==> config.mk <==
export PLATFORM = sky130hd
export DESIGN_NAME = fixed_block_pool_allocator_unit
export DESIGN_NICKNAME = d
export VERILOG_FILES = /design/src/rtl/fbpa_pkg.sv /design/src/rtl/fbpa_link_mem.sv /design/src/rtl/fixed_block_pool_allocator_unit.sv
export VERILOG_INCLUDE_DIRS = /design/src /design/src/rtl
export SDC_FILE = /design/constraint.sdc
export NUM_CORES = 1
export LEC_CHECK = 0
export ABC_AREA = 1
export BUFFER_PORTS_ARGS = -buffer_cell sky130_fd_sc_hd__buf_2
export CELL_PAD_IN_SITES_DETAIL_PLACEMENT = 0
export CELL_PAD_IN_SITES_GLOBAL_PLACEMENT = 2
export CORE_ASPECT_RATIO = 1.2
export CORE_MARGIN = 2
export CORE_UTILIZATION = 35
export DETAILED_ROUTE_END_ITERATION = 6
export PLACE_DENSITY = 0.69
export SLEW_MARGIN = 15
export SYNTH_ARGS = -nofsm -noshare
export SYNTH_HDL_FRONTEND = slang
export SYNTH_SLANG_ARGS = --single-unit
==> constraint.sdc <==
create_clock -name i_clk -period 4.14 [get_ports i_clk]
set_clock_uncertainty 0.1 [all_clocks]
set_input_delay 0.621 -clock i_clk [delete_from_list [all_inputs] [get_ports i_clk]]
set_output_delay 0.621 -clock i_clk [all_outputs]
set_load 0.03 [all_outputs]
==> src/rtl/assert_macros.svh <==
`ifndef ASSERT_MACROS_SVH
`define ASSERT_MACROS_SVH

// Check a condition at every clock edge outside reset.
`define FBPA_ASSERT_RST(lbl, clk, rstn, prop, msg) \
    lbl: assert property (@(posedge clk) disable iff (!(rstn)) (prop)) else $error(msg);

// Check that a condition implies an outcome in the next cycle, outside reset.
`define FBPA_ASSERT_NEXT(lbl, clk, rstn, cond, expct, msg) \
    lbl: assert property (@(posedge clk) disable iff (!(rstn)) (cond) |=> (expct)) \
        else $error(msg);

`endif

==> src/rtl/fbpa_pkg.sv <==
`default_nettype none

package fbpa_pkg;

    localparam int DEF_NUM_BLOCKS = 64;

    typedef enum logic [1:0] {
        ST_OK      = 2'd0,
        ST_REFUSED = 2'd1,
        ST_FULL    = 2'd2,
        ST_INVALID = 2'd3
    } t_status;

endpackage

`default_nettype wire

==> src/rtl/fbpa_link_mem.sv <==
`default_nettype none

module fbpa_link_mem #(
    parameter int NUM_BLOCKS = fbpa_pkg::DEF_NUM_BLOCKS,
    parameter int IDX_W      = $clog2(fbpa_pkg::DEF_NUM_BLOCKS),
    parameter int LNK_W      = $clog2(fbpa_pkg::DEF_NUM_BLOCKS + 2)
) (
    input  wire logic             i_clk,
    input  wire logic             i_rst_n,
    input  wire logic             i_we,
    input  wire logic [IDX_W-1:0] i_waddr,
    input  wire logic [LNK_W-1:0] i_wdata,
    input  wire logic [LNK_W-1:0] i_raddr,
    output logic      [LNK_W-1:0] o_rdata
);
    import fbpa_pkg::*;

    logic [LNK_W-1:0]      r_mem [NUM_BLOCKS];
    logic [NUM_BLOCKS-1:0] r_vld;
    logic [LNK_W-1:0]      r_mem_q;
    logic [LNK_W-1:0]      r_byp_data;
    logic [LNK_W-1:0]      r_raddr_q;
    logic                  r_byp;
    logic                  r_vld_q;
    logic [IDX_W-1:0]      rd_idx;

    assign rd_idx = i_raddr[IDX_W-1:0];

    always_ff @(posedge i_clk) begin
        if (i_we) begin
            r_mem[i_waddr] <= i_wdata;
        end
        r_mem_q    <= r_mem[rd_idx];
        r_byp_data <= i_wdata;
    end

    always_ff @(posedge i_clk) begin
        if (!i_rst_n) begin
            r_vld     <= '0;
            r_byp     <= 1'b0;
            r_vld_q   <= 1'b0;
            r_raddr_q <= LNK_W'(1);
        end else begin
            if (i_we) begin
                r_vld[i_waddr] <= 1'b1;
            end
            r_byp     <= i_we && (i_waddr == rd_idx);
            r_vld_q   <= r_vld[rd_idx];
            r_raddr_q <= i_raddr;
        end
    end

    // unwritten entries hold their reset link: the next block in order
    assign o_rdata = r_byp   ? r_byp_data :
                     r_vld_q ? r_mem_q    :
                               r_raddr_q + LNK_W'(1);

endmodule

`default_nettype wire

==> src/rtl/fixed_block_pool_allocator_unit.sv <==
// Channel   Valid     Stall     Payload
// request   i_valid   o_stall   i_kind, i_margin, i_block_index
// result    o_valid   i_stall   o_status, o_granted_block, o_free_count, o_min_free
//
// One request per cycle while the result is not stalled; its result appears in the cycle after the request beat.
// The rate is set by the free-list head, its link and the link after it, which are
// held in registers and refilled each cycle by one read of the link memory.
// Reset restores the full free list at once: valid bits mark links written since reset.
// A result stalled downstream holds the result register and stalls the request side.
`default_nettype none

module fixed_block_pool_allocator_unit #(
    parameter int NUM_BLOCKS = fbpa_pkg::DEF_NUM_BLOCKS,
    localparam int IDX_W     = $clog2(NUM_BLOCKS),
    localparam int CNT_W     = $clog2(NUM_BLOCKS + 2)
) (
    input  wire logic             i_clk,
    input  wire logic             i_rst_n,
    input  wire logic             i_valid,
    output logic                  o_stall,
    input  wire logic             i_kind,
    input  wire logic [CNT_W-1:0] i_margin,
    input  wire logic [IDX_W-1:0] i_block_index,
    output logic                  o_valid,
    input  wire logic             i_stall,
    output logic      [1:0]       o_status,
    output logic      [IDX_W-1:0] o_granted_block,
    output logic      [CNT_W-1:0] o_free_count,
    output logic      [CNT_W-1:0] o_min_free
);
    import fbpa_pkg::*;

    `include "assert_macros.svh"

    localparam logic [CNT_W-1:0] L_NULL  = CNT_W'(NUM_BLOCKS);
    localparam logic [CNT_W-1:0] L_ALLOC = CNT_W'(NUM_BLOCKS + 1);

    logic [CNT_W-1:0] r_head, n_head;
    logic [CNT_W-1:0] r_hnext, n_hnext;
    logic [CNT_W-1:0] r_free, n_free;
    logic [CNT_W-1:0] r_low, n_low;
    logic             r_o_vld;
    t_status          r_status, n_status;
    logic [IDX_W-1:0] r_gblk, n_gblk;
    logic [CNT_W-1:0] r_o_free;
    logic [CNT_W-1:0] r_o_low;

    logic             in_acc;
    logic [CNT_W-1:0] w_nn;
    logic             mem_we;
    logic [IDX_W-1:0] mem_waddr;
    logic [CNT_W-1:0] mem_wdata;
    logic [CNT_W-1:0] remaining;
    logic             empties;
    logic             head_bad;
    logic             next_bad;
    logic             blk_bad;
    logic             w_get_ok;

    assign o_stall   = r_o_vld && i_stall;
    assign in_acc    = i_valid && !o_stall;
    assign remaining = r_free - CNT_W'(1);
    assign empties   = (remaining == '0);
    assign head_bad  = (r_head >= L_NULL);
    assign next_bad  = empties ? (r_hnext != L_NULL) : (r_hnext >= L_NULL);
    assign blk_bad   = (CNT_W'(i_block_index) >= L_NULL);
    assign w_get_ok  = in_acc && !i_kind && (n_status == ST_OK);

    always_comb begin
        n_head    = r_head;
        n_hnext   = r_hnext;
        n_free    = r_free;
        n_low     = r_low;
        n_status  = ST_OK;
        n_gblk    = '0;
        mem_we    = 1'b0;
        mem_waddr = r_head[IDX_W-1:0];
        mem_wdata = L_ALLOC;
        if (in_acc) begin
            if (!i_kind) begin
                if (!(r_free > i_margin)) begin
                    n_status = ST_REFUSED;
                end else if (head_bad || next_bad) begin
                    n_status = ST_INVALID;
                end else begin
                    mem_we  = 1'b1;
                    n_head  = r_hnext;
                    n_hnext = (r_hnext == r_head) ? L_ALLOC : w_nn;
                    n_free  = remaining;
                    n_low   = empties ? '0 : ((r_low > remaining) ? remaining : r_low);
                    n_gblk  = r_head[IDX_W-1:0];
                end
            end else begin
                if (r_free >= L_NULL) begin
                    n_status = ST_FULL;
                end else if (blk_bad) begin
                    n_status = ST_INVALID;
                end else begin
                    mem_we    = 1'b1;
                    mem_waddr = i_block_index;
                    mem_wdata = r_head;
                    n_head    = CNT_W'(i_block_index);
                    n_hnext   = r_head;
                    n_free    = r_free + CNT_W'(1);
                end
            end
        end
    end

    fbpa_link_mem #(
        .NUM_BLOCKS (NUM_BLOCKS),
        .IDX_W      (IDX_W),
        .LNK_W      (CNT_W)
    ) u_link_mem (
        .i_clk   (i_clk),
        .i_rst_n (i_rst_n),
        .i_we    (mem_we),
        .i_waddr (mem_waddr),
        .i_wdata (mem_wdata),
        .i_raddr (n_hnext),
        .o_rdata (w_nn)
    );

    always_ff @(posedge i_clk) begin
        if (!i_rst_n) begin
            r_head  <= '0;
            r_hnext <= CNT_W'(1);
            r_free  <= L_NULL;
            r_low   <= L_NULL;
            r_o_vld <= 1'b0;
        end else begin
            r_head  <= n_head;
            r_hnext <= n_hnext;
            r_free  <= n_free;
            r_low   <= n_low;
            if (in_acc) begin
                r_o_vld <= 1'b1;
            end else if (!i_stall) begin
                r_o_vld <= 1'b0;
            end
        end
    end

    always_ff @(posedge i_clk) begin
        if (in_acc) begin
            r_status <= n_status;
            r_gblk   <= n_gblk;
            r_o_free <= n_free;
            r_o_low  <= n_low;
        end
    end

    assign o_valid         = r_o_vld;
    assign o_status        = r_status;
    assign o_granted_block = r_gblk;
    assign o_free_count    = r_o_free;
    assign o_min_free      = r_o_low;

    `FBPA_ASSERT_RST(a_free_bound, i_clk, i_rst_n, r_free <= L_NULL, "free count above pool size")
    `FBPA_ASSERT_RST(a_low_bound, i_clk, i_rst_n, r_low <= r_free, "low water above free count")
    `FBPA_ASSERT_NEXT(a_get_count, i_clk, i_rst_n, w_get_ok, r_free == ($past(r_free) - CNT_W'(1)), "granted get did not lower free count")
    `FBPA_ASSERT_NEXT(a_result_vld, i_clk, i_rst_n, in_acc, o_valid, "accepted beat gave no result")

endmodule

`default_nettype wire
Word-level counts from Yosys, hierarchy flattened --
Memories as Yosys holds them, arrays and structs flattened. A register that Yosys moved wholly into a read port is not among the register bits. Index checks and enable logic that the tools add are counted. Widths: inputs -> output; s select.
Storage, ports and cells: flip-flop bits (word level) 124, latch bits 0, bits in writable memories 448, bits in read-only memories 0, logic and storage cells 91, memories kept 1
Memories:
- u_link_mem.r_mem | words 64, width 7, rd ports 1, clocked after Yosys merged registers in 1, write ports 1, line fbpa_link_mem.sv:18 | logic [LNK_W-1:0] r_mem [NUM_BLOCKS];
Cells by class: $add $sub $neg 3, multipliers 0, div/mod/pow operators 0, magnitude comparators 8, eq/ne operators 6, shift-type cells 0, muxes and demuxes 47, bitwise operators 2, reductions and logical operators 10
Operators with widths (number):
- $mux 7 | 25
- $or 64x64->64 | 1
- $mux 6 | 4
- $ge 7x7->1 const B | 3
- $add 7x1->7 const B | 2
- $gt 7x7->1 | 2
- $lt 6x7->1 const B | 2
- $mux 1 | 12
- $mux 2 | 4
- $eq 7x7->1 | 1
- $logic_not 7->1 | 1
- $ne 7x7->1 const B | 1
- $sub 7x1->7 const B | 1
- $bmux 1 s6 | 1
- $demux 1 s6 | 1
- $eq 6x6->1 | 1
- $ge 6x1->1 const B | 1
- $logic_and 1x1->1 | 4
- $ne 2x2->1 const B | 2
- $reduce_and 4->1 | 1
- $reduce_or 3->1 | 1
- $ne 2x1->1 const B | 1
- $reduce_bool 2->1 | 1
- $logic_not 1->1 | 1
- 2 further kinds | 2

Depth between registers and ports, before layout --
Gate-level depths: netlist (run 1).
depth in word-level cells 10, mapped depth 26

Cells and area by module --
A second synthesis (run 1) with hierarchy kept.
Unflattened totals: cells, all modules 2473, area, all modules 25019.0 sq um
By module, submodules not included:
- fbpa_link_mem | instances 1, cells each 2024, area each 21772.1 sq um, seq. area each 15194.6 sq um
- fixed_block_pool_allocator_unit | instances 1, cells each 449, area each 3246.9 sq um, seq. area each 1241.2 sq um

Least setup slack after synthesis (run 1) --
Ideal clock, no wire load.
path type in2reg, start input port i_stall, end memory u_link_mem.r_mem[0][1] (netlist bit), data pin, data arrival time 3.185 ns, data required time 3.536 ns, setup slack 0.351 ns, stages on the path 8, cell sequence nand2_1 -> inv_1 -> nor2_2 -> inv_1 -> nor2_1 -> inv_2 -> clkbuf_1 -> nor2_1
On the way: word-level cells in the longest chain between the ends 4
Ends and longest elaborated chain:
- start, declared | line fixed_block_pool_allocator_unit.sv:25 | input wire logic i_stall,
- $logic_and 1x1->1 | line fixed_block_pool_allocator_unit.sv:60 | assign o_stall = r_o_vld && i_stall;
- net o_stall | line fixed_block_pool_allocator_unit.sv:20 | output logic o_stall,
- $logic_not 1->1 | line fixed_block_pool_allocator_unit.sv:61 | assign in_acc = i_valid && !o_stall;
- $logic_and 1x1->1 | line fixed_block_pool_allocator_unit.sv:61
- $mux 7 | line fixed_block_pool_allocator_unit.sv:79 | if (in_acc) begin
- net mem_wdata[1] | line fixed_block_pool_allocator_unit.sv:52 | logic [CNT_W-1:0] mem_wdata;
- end, declared | line fbpa_link_mem.sv:18
The timed path passes the listed nets, and every way through them passes these cells.

Worst setup path in the final report (run 1) --
start register r_free[1], end register u_link_mem.r_mem_q[2], read port of u_link_mem.r_mem
On the way: word-level cells in the longest chain between the ends 8
Ends and longest elaborated chain:
- start, declared | line fixed_block_pool_allocator_unit.sv:40 | logic [CNT_W-1:0] r_free, n_free;
- start signal, assigned | line fixed_block_pool_allocator_unit.sv:134 | r_free <= n_free;
- $sub 7x1->7 | line fixed_block_pool_allocator_unit.sv:62 | assign remaining = r_free - CNT_W'(1);
- $logic_not 7->1 | line fixed_block_pool_allocator_unit.sv:63 | assign empties = (remaining == '0);
- $mux 1 | line fixed_block_pool_allocator_unit.sv:65 | assign next_bad = empties ? (r_hnext != L_NULL) : (r_hnext >= L_NULL);
- $logic_or 1x1->1 | line fixed_block_pool_allocator_unit.sv:83 | end else if (head_bad || next_bad) begin
- $mux 7 | line fixed_block_pool_allocator_unit.sv:83
- $mux 7 | line fixed_block_pool_allocator_unit.sv:81 | if (!(r_free > i_margin)) begin
- $mux 7 * | line fixed_block_pool_allocator_unit.sv:80 | if (!i_kind) begin
- $mux 6 * | line fixed_block_pool_allocator_unit.sv:79
- end, declared | line fbpa_link_mem.sv:20 | logic [LNK_W-1:0] r_mem_q;
Mark *: on every way between the ends. The rest lies on a longest branch, timed or not. The select of a mux whose other input is x is not followed. A chain may end at the register's enable or synchronous reset.

==> out/results.txt, run 1 <==
The flow ran to the end, and the final reports show no timing, DRC or antenna violations. The clock tree root buffer cell is clkbuf_16. The power density over the cells works out to 503.3 mW/mm^2. In this run the critical register-to-register path is launched from r_free[1].

In the final layout, the multi-input gates occupy 0.007475 sq mm. The most used flip-flop cell after synthesis is edfxtp_1. The most area-hungry cell type in the Yosys netlist is edfxtp_1. Measured along the x axis, the die boundary spans 247.1 microns.

The sequential fraction of the synthesis area is 65.66%, and the global-route wire length before repair is 114700 microns. Cell with the largest stage delay on the worst path: dfxtp_2. Measured slew at the worst slew-check pin: 1.029 ns. The class of the worst hold path was in2reg. The net count after synthesis is 2339. Kind of critical path: reg2reg. The number of global-route vias before repair is 17451, and the final routed wirelength across all metal layers is 77810 microns.

After synthesis, the share of flip-flops with an asynchronous set or reset is 0%. The worst setup path is captured at a flop. Via-per-instance ratio: 5.177.

For the max capacitance violation total, the log shows 0. The relative area change from synthesis to final layout is 17.02%. Counting flops with a built-in enable in the synthesized netlist gives 470. The number of sinks on the clock net came out at 579.

Once the floorplan was initialized, standard cells occupied 35.51% of the core. The TritonCTS buffer count came out at 59. For the number of warnings printed during yosys synthesis, the log shows 0. The number of instances in the synthesized netlist is 2302, and the amount of wire on met3 after detailed routing is 3338 microns. After detailed routing, the average wire length per cell comes to 23.05 microns. The routed layout has 17477 vias. The depth of the CTS H-tree is 2, and the number of buffers between clock root and the deepest sink is 3. The repair_antennas step left the layout with diodes totalling 0. For the peak supply drop, the log shows 0.0003205 V.

Summed over all layers, the global routing overflow is 0. Synthesis inferred 579 register bits. The top achievable clock speed is 260.9 MHz.

The mean cell area of the mapped netlist was 10.78 sq um; the largest fanout of any net on the critical path was 31. The cell seen most often among critical-path stages was nand2_1. The tools report the storage element area as 0.01630 sq mm. The highest metal layer carrying signal wires in the routed design is met4.

The tools report the number of instances in the placed design as 3261. The die outline area was 0.07306 sq mm; the met2 wire length was 38060 microns. Count of final setup violators: 0.

Setup repair after global routing left no endpoint under its margin. STA puts the critical path data arrival time at 4.31 ns. After clock tree synthesis, the clock-pin slew on the worst setup and hold paths is 0.06 ns.

The worst register-to-register path has a setup slack of 0.31 ns. The total count of max-transition violations in the final report was 0. Entering global routing, the biggest net connects 66 pins.

The number of antenna violations at the first check in global routing is 1. In the global route stage, overall resource usage came out at 21.14%. For this run, the post-layout net count is 2444. Once layout is complete, the cells apart from fillers number 3376. For the worst setup path, the data required time is 4.62 ns. The logs give 48140 microns for the half-perimeter wire length after placement and 6739 for the number of inserted filler cells in the final layout.

Hold violation count in the final report: 0. The residual antenna-violating net count after detailed routing was 0; the die outline height was 295.7 microns. Counting I/O delays and the setup requirement, the final critical path takes 3.834 ns. In this run the static leakage power is 11.04 nW.

For the sum of routed wire segments on met1, the log shows 34510 microns. For this run, design rule violations remaining after detail routing come to 0. The later pin in the worst-skew pair is clocked with a latency of 0.64 ns.

The area of the mapped netlist is 0.02482 sq mm. The worst pin sits at a relative slew slack of 31.35%. The congestion estimate from routability-driven global placement came to 0.8236. Dividing the final minimum period by the clock period gives 92.60%. The tools report the endpoint of the lowest-slack register-to-register path as u_link_mem.r_mem_q[2]. Following the worst setup path forward leads to its endpoint at u_link_mem.r_mem_q[2]. For the worst flop-to-flop path, the logic depth is 26.

The tools report the type of element launching the critical path as a flop. The I/O pin count is 42, and the fraction of layout cells with a size suffix above 1 is 13.34%. The count of port buffers added during placement is 41, and the maximum cell stage delay along the critical path is 0.38 ns.

Tracing the worst setup path back leads to its startpoint at r_free[1]. The tools report the post-synthesis cell type count as 51. In the post-synthesis netlist, the biggest area contributors are edfxtp_1 (57%), dfxtp_1 (8.8%), nand2_1 (7.0%). The count of routing violations after the opening detailed-route iteration is 1404.

The first detailed-routing pass took 7 iterations. The floorplan row count is 106, and the area share of the largest cell type after synthesis is 56.87%. For the overall power of the completed layout, the log shows 14.62 mW.

The run gives 0.06989 sq mm as the total core area. TritonCTS built the clock tree.
worst min path at each step:
stage	from	end	slack [ns]	cells past startpoint
floorplan	u_link_mem.r_vld[13]	u_link_mem.r_vld[13]	0.33	1
global route	i_stall	o_valid	0.17	3
detailed placement	u_link_mem.r_vld[53]	u_link_mem.r_vld[53]	0.35	1
finish	i_stall	o_valid	0.18	3
CTS	i_stall	o_valid	0.14	3
global placement	u_link_mem.r_vld[1]	u_link_mem.r_vld[1]	0.34	1
kinds of logic after synthesis:
family          Yosys count  synth area share [%]
compound gates          409                 10.59
xor+xnor                  8                0.2823
fa+ha+maj                19                0.9579
buf+inv                 258                 4.709
flops                   579                 65.66
simple gates           1029                 17.80
sequential cells by signal (all words and copies together), names as in the netlist:
signal                 count
o_granted_block            6
u_link_mem.r_vld          64
o_free_count               7
u_link_mem.r_vld_q         1
r_low                      7
r_free                     7
u_link_mem.r_mem         448
u_link_mem.r_byp_data      7
o_min_free                 7
u_link_mem.r_raddr_q       7
u_link_mem.r_mem_q         7
r_head                     7
o_valid                    1
o_status                   2
u_link_mem.r_byp           1
where the power goes:
group          leakage, nW  total [mW]  switching [mW]  internal, mW
clock                 1.02        5.76            2.33          3.43
combinational         4.30        2.43            1.69         0.733
sequential            5.73        6.43           0.108          6.32
total                 11.0        14.6            4.13          10.5
metrics by stage:
stage	setup WS, ns	setup TNS [ns]	cell area [sq um]	util (%)	hold slack (ns)
2_1_floorplan	0.3509	0	24820	-	0.3319
3_3_place_gp	-0.01933	-0.01933	26870	38.44	0.3377
3_5_place_dp	-0.009556	-0.009556	26870	38.44	0.3455
4_1_cts	0.01518	0	28960	41.43	0.1365
5_1_grt	0.01876	0	29040	41.55	0.1651
6_report	0.3065	0	29040	41.55	0.1765
cells in the mapped netlist, types with 2 or more instances:
library cell    n
nand4_1        12
or2_0          19
nand3b_1       21
nor2_1        270
o211ai_2       12
o31ai_1         2
buf_4           5
o21ai_1        20
or2_2           2
buf_6          11
edfxtp_1      470
nand3_1       216
a211oi_1        8
dfxtp_1       109
o21ai_0       139
inv_2           9
clkbuf_1       42
o21ai_2         2
o21a_1         65
o22ai_1         4
nor4_1          2
and2_1          2
clkbuf_2        2
or2_1           2
ha_1           19
a21oi_1        43
nand2_2         5
nand2_4         3
inv_1         119
buf_2          66
nor2_2          5
nand2_1       460
xor2_1          4
nand3_4         2
xnor2_1         4
o211ai_1      107
nor3_1          5
critical path: cells and delay by family, from the launching register on:
family	cells	cell delay [ns]
and+or+nand+nor	19	2.05
AOI/OAI and AO/OA	1	0.15
adders and majority gates	1	0.22
buffers and inverters	5	0.84
DFF	1	0.38
layout by cell type, fill, tap and decap left out, types with 62 or more instances in the layout:
cell type and count:
edfxtp_1 470, nand2_1 457, nor2_1 264, nand3_1 214, o21ai_0 139, inv_1 118, dfxtp_1 108, o211ai_1 107
buf_4 106, o21a_1 65, clkbuf_16 62
final cells by class:
type | count | share of cell area (%)
clock buffer | 76 | 5.549
clock inverter | 36 | 1.654
inverter | 130 | 1.706
multi-input combinational | 1465 | 25.74
sequential | 579 | 56.12
tap | 918 | 3.955
timing repair buffer | 172 | 5.282
routing by layer:
| metal | up-vias | GRT usage, % |
|---|---|---|
| met5 | - | 0 |
| met4 | 0 | 5.583 |
| met3 | 102 | 2.398 |
| met2 | 408 | 36.35 |
| met1 | 8697 | 28.29 |
| li1 | 8270 | - |
what timing repair did:
item	CTS	global route
setup buffers	0	1
setup endpoints to repair	0	48
gates resized for setup	0	7
hold buffers	0	0
Power figures use the tool's default switching activity.
==> run 2, diff against run 1 <==
--- a/config.mk
+++ b/config.mk
@@ -12,9 +12,9 @@
 export CELL_PAD_IN_SITES_GLOBAL_PLACEMENT = 2
 export CORE_ASPECT_RATIO = 1.2
 export CORE_MARGIN = 2
-export CORE_UTILIZATION = 35
+export CORE_UTILIZATION = 42
 export DETAILED_ROUTE_END_ITERATION = 6
-export PLACE_DENSITY = 0.69
+export PLACE_DENSITY = 0.81
 export SLEW_MARGIN = 15
 export SYNTH_ARGS = -nofsm -noshare
 export SYNTH_HDL_FRONTEND = slang
==> run 2 against run 1 <==
Sequential cell count unchanged. Largest cell class unchanged. Sequential power about the same. Critical endpoint is now u_link_mem.r_vld_q. Via count is 0.57% higher. Non-clock buffer count grew 21. First-iteration DRC count is 12% higher. Global-route usage increased by 1.9 points.
==> out/results.txt, run 2 (synthesis results as in run 1) <==
The critical path goes through inv_1, ha_1, inv_1, nor2_1, nand4_1, nand2_1, nor2_2, nand2_1, nand2_2, nand2_4, nand4_4, nand3_4, nand2_8, inv_8, buf_16, buf_4, nand2_1, nand2_1, nand2_1, nand3_1, nand3_1, nand3_1, nand3_1, a21oi_1. The tools report the number of buffers between clock root and the deepest sink as 3 (unchanged). The TritonCTS buffer count was 57 (-3.4%); the routed via count was 17576 (+0.57%). The tools report the final cell count without fillers as 3267 (-3.2%). The maximum cell stage delay along the critical path came out at 0.37 ns (about the same).

The tree is rooted in a clkbuf_16. The floorplan row count is 97 (-8.5%), and the count of buffering cells on the critical path with inverters included is 5 (unchanged). The min-delay analysis places its worst path in the category in2reg. The run gives 7 (unchanged) as the number of detailed-route iterations in the first pass. The time the worst path needs with I/O delays and setup was 3.824 ns (-0.009092 ns); the total count of max-transition violations in the final report was 0 (unchanged). Global-route wire length before repair: 105900 microns (-7.7%). The fraction of layout cells with a size suffix above 1 works out to 13.58% (+0.23 points). STA classifies the critical path endpoint as a flop. The residual antenna-violating net count after detailed routing was 0 (unchanged); the final routed wirelength across all metal layers was 70040 microns (-10%). In the layout the commonest cells are edfxtp_1 (470), nand2_1 (457), nor2_1 (265). The hold violation count in the final report was 0 (unchanged); the max capacitance violation total was 0 (unchanged). The peak supply drop was 0.0003338 V (+4.1%).

For the worst path required time, the log shows 4.58 ns (-0.04 ns). The die outline height was 270.3 microns (-8.6%); the power density over the cells was 486.4 mW/mm^2 (-3.3%). The run gives 23.07% (+1.9 points) as the global router's overall resource usage. The run gives 0.63 ns (about the same) as the insertion delay of the later-clocked pin in the worst-skew pair. The largest registers in the layout are u_link_mem.r_mem: 448 flops, u_link_mem.r_vld: 64 flops. TritonCTS built the clock tree.

The average wire per standard cell was 21.44 microns (-7.0%); the depth of the CTS H-tree was 2 (unchanged). Top achievable clock speed: 261.5 MHz (+0.24%). The worst setup path is launched from a flop. The width of the chip was 225.9 microns (-8.6%).

The number of sinks on the clock net came out at 579 (unchanged). The run gives 74 (+12%) as the maximum number of pins on one net before global-route repair. The count of routing violations after the opening detailed-route iteration came out at 1576 (+12%).

The final layout net count came out at 2463 (+0.78%). Setup repair after global routing left no endpoint under its margin. Largest fanout of any net on the critical path: 38 (+23%). On the critical path, the stage with the largest delay is an instance of dfxtp_2. The run gives 11.06 nW (+0.18%) as the static leakage power.

The I/O pin count is 42 (unchanged), and the number of hold-repair buffers added at the cts stage is 0 (unchanged). The accumulated negative setup slack is 0 ns (unchanged), and the global-route congestion overflow total is 0 (unchanged). The register with the most flip-flops in the final layout is u_link_mem.r_mem. The count of final setup violators was 0 (unchanged); the end-of-flow core utilization was 49.38% (+7.8 points). The measured slew at the worst slew-check pin works out to 0.9788 ns (-0.04978 ns). The number of global-route vias before repair came out at 17271 (-1.0%). Number of flip-flops under the largest register name: 448 (unchanged). The flow ran to the end, and the final reports show no timing, DRC or antenna violations.

The via-per-instance ratio is 5.380 (+3.9%), and the number of instances in the placed design is 3159 (-3.1%). The logs give 34.75% (+3.4 points) for the headroom to the max-slew limit and 0 (unchanged) for the total inserted antenna cells. The final worst hold slack was 0.1863 ns (+0.009834 ns). The kind of critical path is reg2reg. The tools report the total DRC errors in the routed layout as 0 (unchanged). The clock input transition at the sequential cells of the worst setup and hold paths works out to 0.06 ns (about the same). The run gives 43250 microns (-10%) as the half-perimeter wire length after placement.

The tools report the data arrival time of the critical path as 4.26 ns (-0.05 ns). Counting stages on the worst path, the most repeated cell is nand2_1. The run gives 42.51% (+7.0 points) as the initial core utilization.

For the number of antenna violations at the first check in global routing, the log shows 0 (-1). The routability congestion estimate was 0.8267 (+0.38%). From synthesis to final layout, the design area changed by 16.15%. The count of port buffers added during placement was 41 (unchanged). The die outline area is 0.06106 sq mm (-16%). The portion of the clock cycle consumed by the worst path in the final layout came out at 92.38% (-0.22 points).

The library cell used most frequently in the layout, excluding fill and tap cells, is edfxtp_1. The run gives 0.05838 sq mm (-16%) as the total core area. Broken down by cell family, the worst path's largest delay share belongs to simple AND/OR/NAND/NOR gates.
==> run 2: path summary, 6_finish.rpt <==
path	from	to	slack (ns)	cells past startpoint
setup / recovery	r_free[1]	u_link_mem.r_vld_q	0.32	24
hold / removal	i_stall	o_valid	0.19	3
setup reg to reg	r_free[1]	u_link_mem.r_vld_q	0.32	24
hold reg to reg	u_link_mem.r_vld[59]	u_link_mem.r_vld[59]	0.35	1
==> run 2: worst min-delay path, stage by stage <==
cell and delay [ns]:
buf_2 0.09, nand2_1 0.08, a21oi_1 0.06
==> run 2: layout make-up <==
class | instances | area [sq um]
clock inverters | 25 | 274.0
multi-input cells | 1465 | 7455
fillers | 5235 | 29550
repair buffers | 193 | 1679
clock buffers | 83 | 1635
inverters | 130 | 495.5
flip-flops and latches | 579 | 16300
well taps | 792 | 991.0
==> run 2: per-stage QoR <==
step                setup WS, ns  cell area, sq um  total power [mW]
CTS                       0.1788             28820             14.14
global placement          0.1224             26910             8.852
finish                    0.3156             28830             14.02
detailed placement        0.1513             26910             8.867
global route             0.03708             28830             14.59
floorplan                 0.3509             24820             7.974
==> run 2: per-layer routing <==
metal / GRT usage [%] / part of all wire [%] / vias to the layer above
li1: - / - / 8306
met1: 30.87 / 43 / 8646
met2: 38.80 / 49 / 500
met3: 2.959 / 5.1 / 124
met4: 7.511 / 3.1 / 0
met5: 0 / 0 / -
==> run 2: power breakdown <==
part	internal, mW	total, mW	switching [mW]	leakage, nW
registers	6.32	6.40	0.0761	5.73
clock network	3.06	5.28	2.22	0.933
logic	0.736	2.35	1.61	4.40
==> run 2: timing repair <==
item / CTS / global route
buffers inserted: 0 / 0
setup endpoints to repair: 0 / 2
hold endpoints to repair: 0 / 0
gates resized for setup: 0 / 4
==> run 3, diff against run 2 <==
--- a/config.mk
+++ b/config.mk
@@ -14,7 +14,7 @@
 export CORE_MARGIN = 2
 export CORE_UTILIZATION = 42
 export DETAILED_ROUTE_END_ITERATION = 6
-export PLACE_DENSITY = 0.81
+export PLACE_DENSITY = 0.82
 export SLEW_MARGIN = 15
 export SYNTH_ARGS = -nofsm -noshare
 export SYNTH_HDL_FRONTEND = slang
==> run 3 against run 2 <==
Register-to-register slack improved by 0.02 ns. Sequential power hardly changed. Routed wire length hardly changed. Clock power grew 2%. Critical path type unchanged. Highest routed layer unchanged. Count of clock-buffer cells in the layout is 11 lower.
==> out/results.txt, run 3 (synthesis results as in run 1) <==
The tools report the worst path required time as 4.61 ns (+0.03 ns). The run gives 0 (unchanged) as the global-route congestion overflow total. The fraction of layout cells with a size suffix above 1 is 13.03% (-0.55 points). The global-route wire length before repair is 106000 microns (about the same). The total inserted antenna cells came out at 0 (unchanged). For the headroom to the max-slew limit, the log shows 38.26% (+3.5 points).

The largest fanout of any net on the critical path is 45 (+18%). The setup path with the least slack is of type reg2reg. For the TritonCTS buffer count, the log shows 57 (unchanged).

The number of instances in the placed design came out at 3140 (-0.60%). The logs give 0.1418 ns (-0.009448 ns) for the pre-CTS worst setup slack and 2444 (-0.77%) for the final layout net count. For the number of inserted filler cells in the final layout, the log shows 5292 (+1.1%). The die outline area was 0.06106 sq mm (unchanged); the insertion delay of the later-clocked pin in the worst-skew pair was 0.64 ns (about the same).

The count of port buffers added during placement is 41 (unchanged). The average wire per standard cell works out to 21.58 microns (+0.64%). Counting flops per register, the top entry is u_link_mem.r_mem. The end-of-flow core utilization was 49.10% (-0.28 points); the total DRC errors in the routed layout was 0 (unchanged). The routed via count came out at 17569 (-0.040%). Number of sinks on the clock net: 579 (unchanged).

The post-CTS setup buffer count was 0 (unchanged); the die outline height was 270.3 microns (unchanged). The logs give 0.0003325 V (-0.39%) for the peak supply drop and 42.51% (unchanged) for the initial core utilization. The max capacitance violation total is 0 (unchanged), and the width of the chip is 225.9 microns (unchanged). The routability congestion estimate is 0.8700 (+5.2%). The floorplan row count is 97 (unchanged), and the count of final setup violators is 0 (unchanged). The total count of max-transition violations in the final report is 0 (unchanged). Number of hold-repair buffers added at the cts stage: 0 (unchanged).

The storage element area is 0.01630 sq mm (about the same), and the half-perimeter wire length after placement is 44310 microns (+2.4%). Leaving out fill and tap cells, the most frequent cells in the layout are edfxtp_1 (470), nand2_1 (457), nor2_1 (264). The number of antenna violations at the first check in global routing is 0 (unchanged), and the clock input transition at the sequential cells of the worst setup and hold paths is 0.07 ns (about the same).

The maximum number of pins on one net before global-route repair was 85 (+15%). In the final layout, the registers with the most flip-flops are u_link_mem.r_mem: 448 flops, u_link_mem.r_vld: 64 flops. The time the worst path needs with I/O delays and setup is 3.800 ns (-0.02488 ns), and the number of buffers between clock root and the deepest sink is 3 (unchanged). The number of detailed-route iterations in the first pass is 6 (-1). The tools report the top achievable clock speed as 263.2 MHz (+0.65%).

The I/O pin count was 42 (unchanged); the post-layout worst setup margin was 0.3405 ns (+0.02488 ns). The number of global-route vias before repair is 17126 (-0.84%). The cell with the largest stage delay on the worst path was dfxtp_1. The relative area change from synthesis to final layout is 15.49%, and the number of flip-flops under the largest register name is 448 (unchanged). The tools report the global router's overall resource usage as 22.99% (-0.082 points). The worst hold path belongs to the class in2reg. The logs give 10.96 nW (-0.94%) for the static leakage power and 0.007457 sq mm (about the same) for the area taken by multi-input logic gates. The data arrival time of the critical path was 4.27 ns (about the same); the via-per-instance ratio was 5.409 (+0.54%). Maximum cell stage delay along the critical path: 0.54 ns (+0.17 ns). The tools report the type of element launching the critical path as a flop.

The final routed wirelength across all metal layers was 70080 microns (about the same). The number of gates resized after CTS came out at 0 (unchanged). The accumulated negative setup slack was 0 ns (unchanged); the hold violation count in the final report was 0 (unchanged).

Setup repair after global routing left no endpoint under its margin. TritonCTS built the clock tree. The tools report the count of routing violations after the opening detailed-route iteration as 1486 (-5.7%).

STA classifies the critical path endpoint as a flop. The depth of the CTS H-tree came out at 2 (unchanged). The critical path goes through inv_2, ha_1, inv_1, nand2_1, nand2_2, nor2_1, nand3_1, nor2_2, nand2_1, nand2_2, nand2_4, nand3_4, nand3_1, nand2_1, nand2_4, buf_12, buf_12, nand2_1, o211ai_1, nand3_1, nand3_1, nand3_1, nand2_1.

The measured slew at the worst slew-check pin works out to 0.9250 ns (-0.05377 ns). CTS placed an instance of clkbuf_16 at the clock tree root. The run gives 0.05838 sq mm (unchanged) as the total core area.

The final cell count without fillers came out at 3248 (-0.58%). Leaving out fill and tap cells, the most frequent cell in the layout is edfxtp_1. The run finished with clean final reports. The power density over the cells came out at 490.4 mW/mm^2 (+0.81%). The residual antenna-violating net count after detailed routing came out at 0 (unchanged). The portion of the clock cycle consumed by the worst path in the final layout came out at 91.78% (-0.60 points).
==> run 3: area by class of cell <==
class                      instances  area share, %
sequential                       579          56.85
tap                              792          3.457
clock buffer                      72          5.278
timing repair buffer             174          5.173
inverter                         130          1.720
multi-input combinational       1465          26.02
clock inverter                    36          1.502
==> run 3: critical path, delay by kind of cell, from the launching register on <==
family	cells	cell delay, ns
compound gates	1	0.12
fa+ha+maj	1	0.24
buf+inv	4	0.69
flops	1	0.54
simple gates	17	2.02
==> run 3: path summary, 6_finish.rpt <==
path	from	endpoint	slack, ns	cells after the start
max	r_free[1]	u_link_mem.r_mem_q[1]	0.34	23
max reg2reg	r_free[1]	u_link_mem.r_mem_q[1]	0.34	23
min reg2reg	u_link_mem.r_vld[3]	u_link_mem.r_vld[3]	0.36	1
min	i_stall	o_valid	0.18	3
==> run 3: power breakdown <==
part / switching (mW) / internal [mW] / total [mW] / leakage [nW]
Clock: 2.28 / 3.10 / 5.38 / 0.949
Combinational: 1.59 / 0.695 / 2.28 / 4.28
Sequential: 0.0689 / 6.32 / 6.39 / 5.73
==> run 3: metrics by stage <==
stage / hold WS, ns / instance area (sq um) / total power, mW
finish: 0.1778 / 28660 / 14.06
global route: 0.1644 / 28660 / 14.61
CTS: 0.1464 / 28660 / 14.15
detailed placement: 0.3453 / 26710 / 8.787
global placement: 0.3371 / 26710 / 8.782
floorplan: 0.3319 / 24820 / 7.974
==> run 3: per-layer routing <==
layer  vias up  wire length, microns  global-route usage [%]  share of wire (%)
met5         -                     0                       0                  0
met4         0                  2154                   7.163                3.1
met3       115                  3764                   3.307                5.4
met2       514                 33920                   38.31                 48
met1      8683                 30240                   30.97                 43
li1       8257                     -                       -                  -
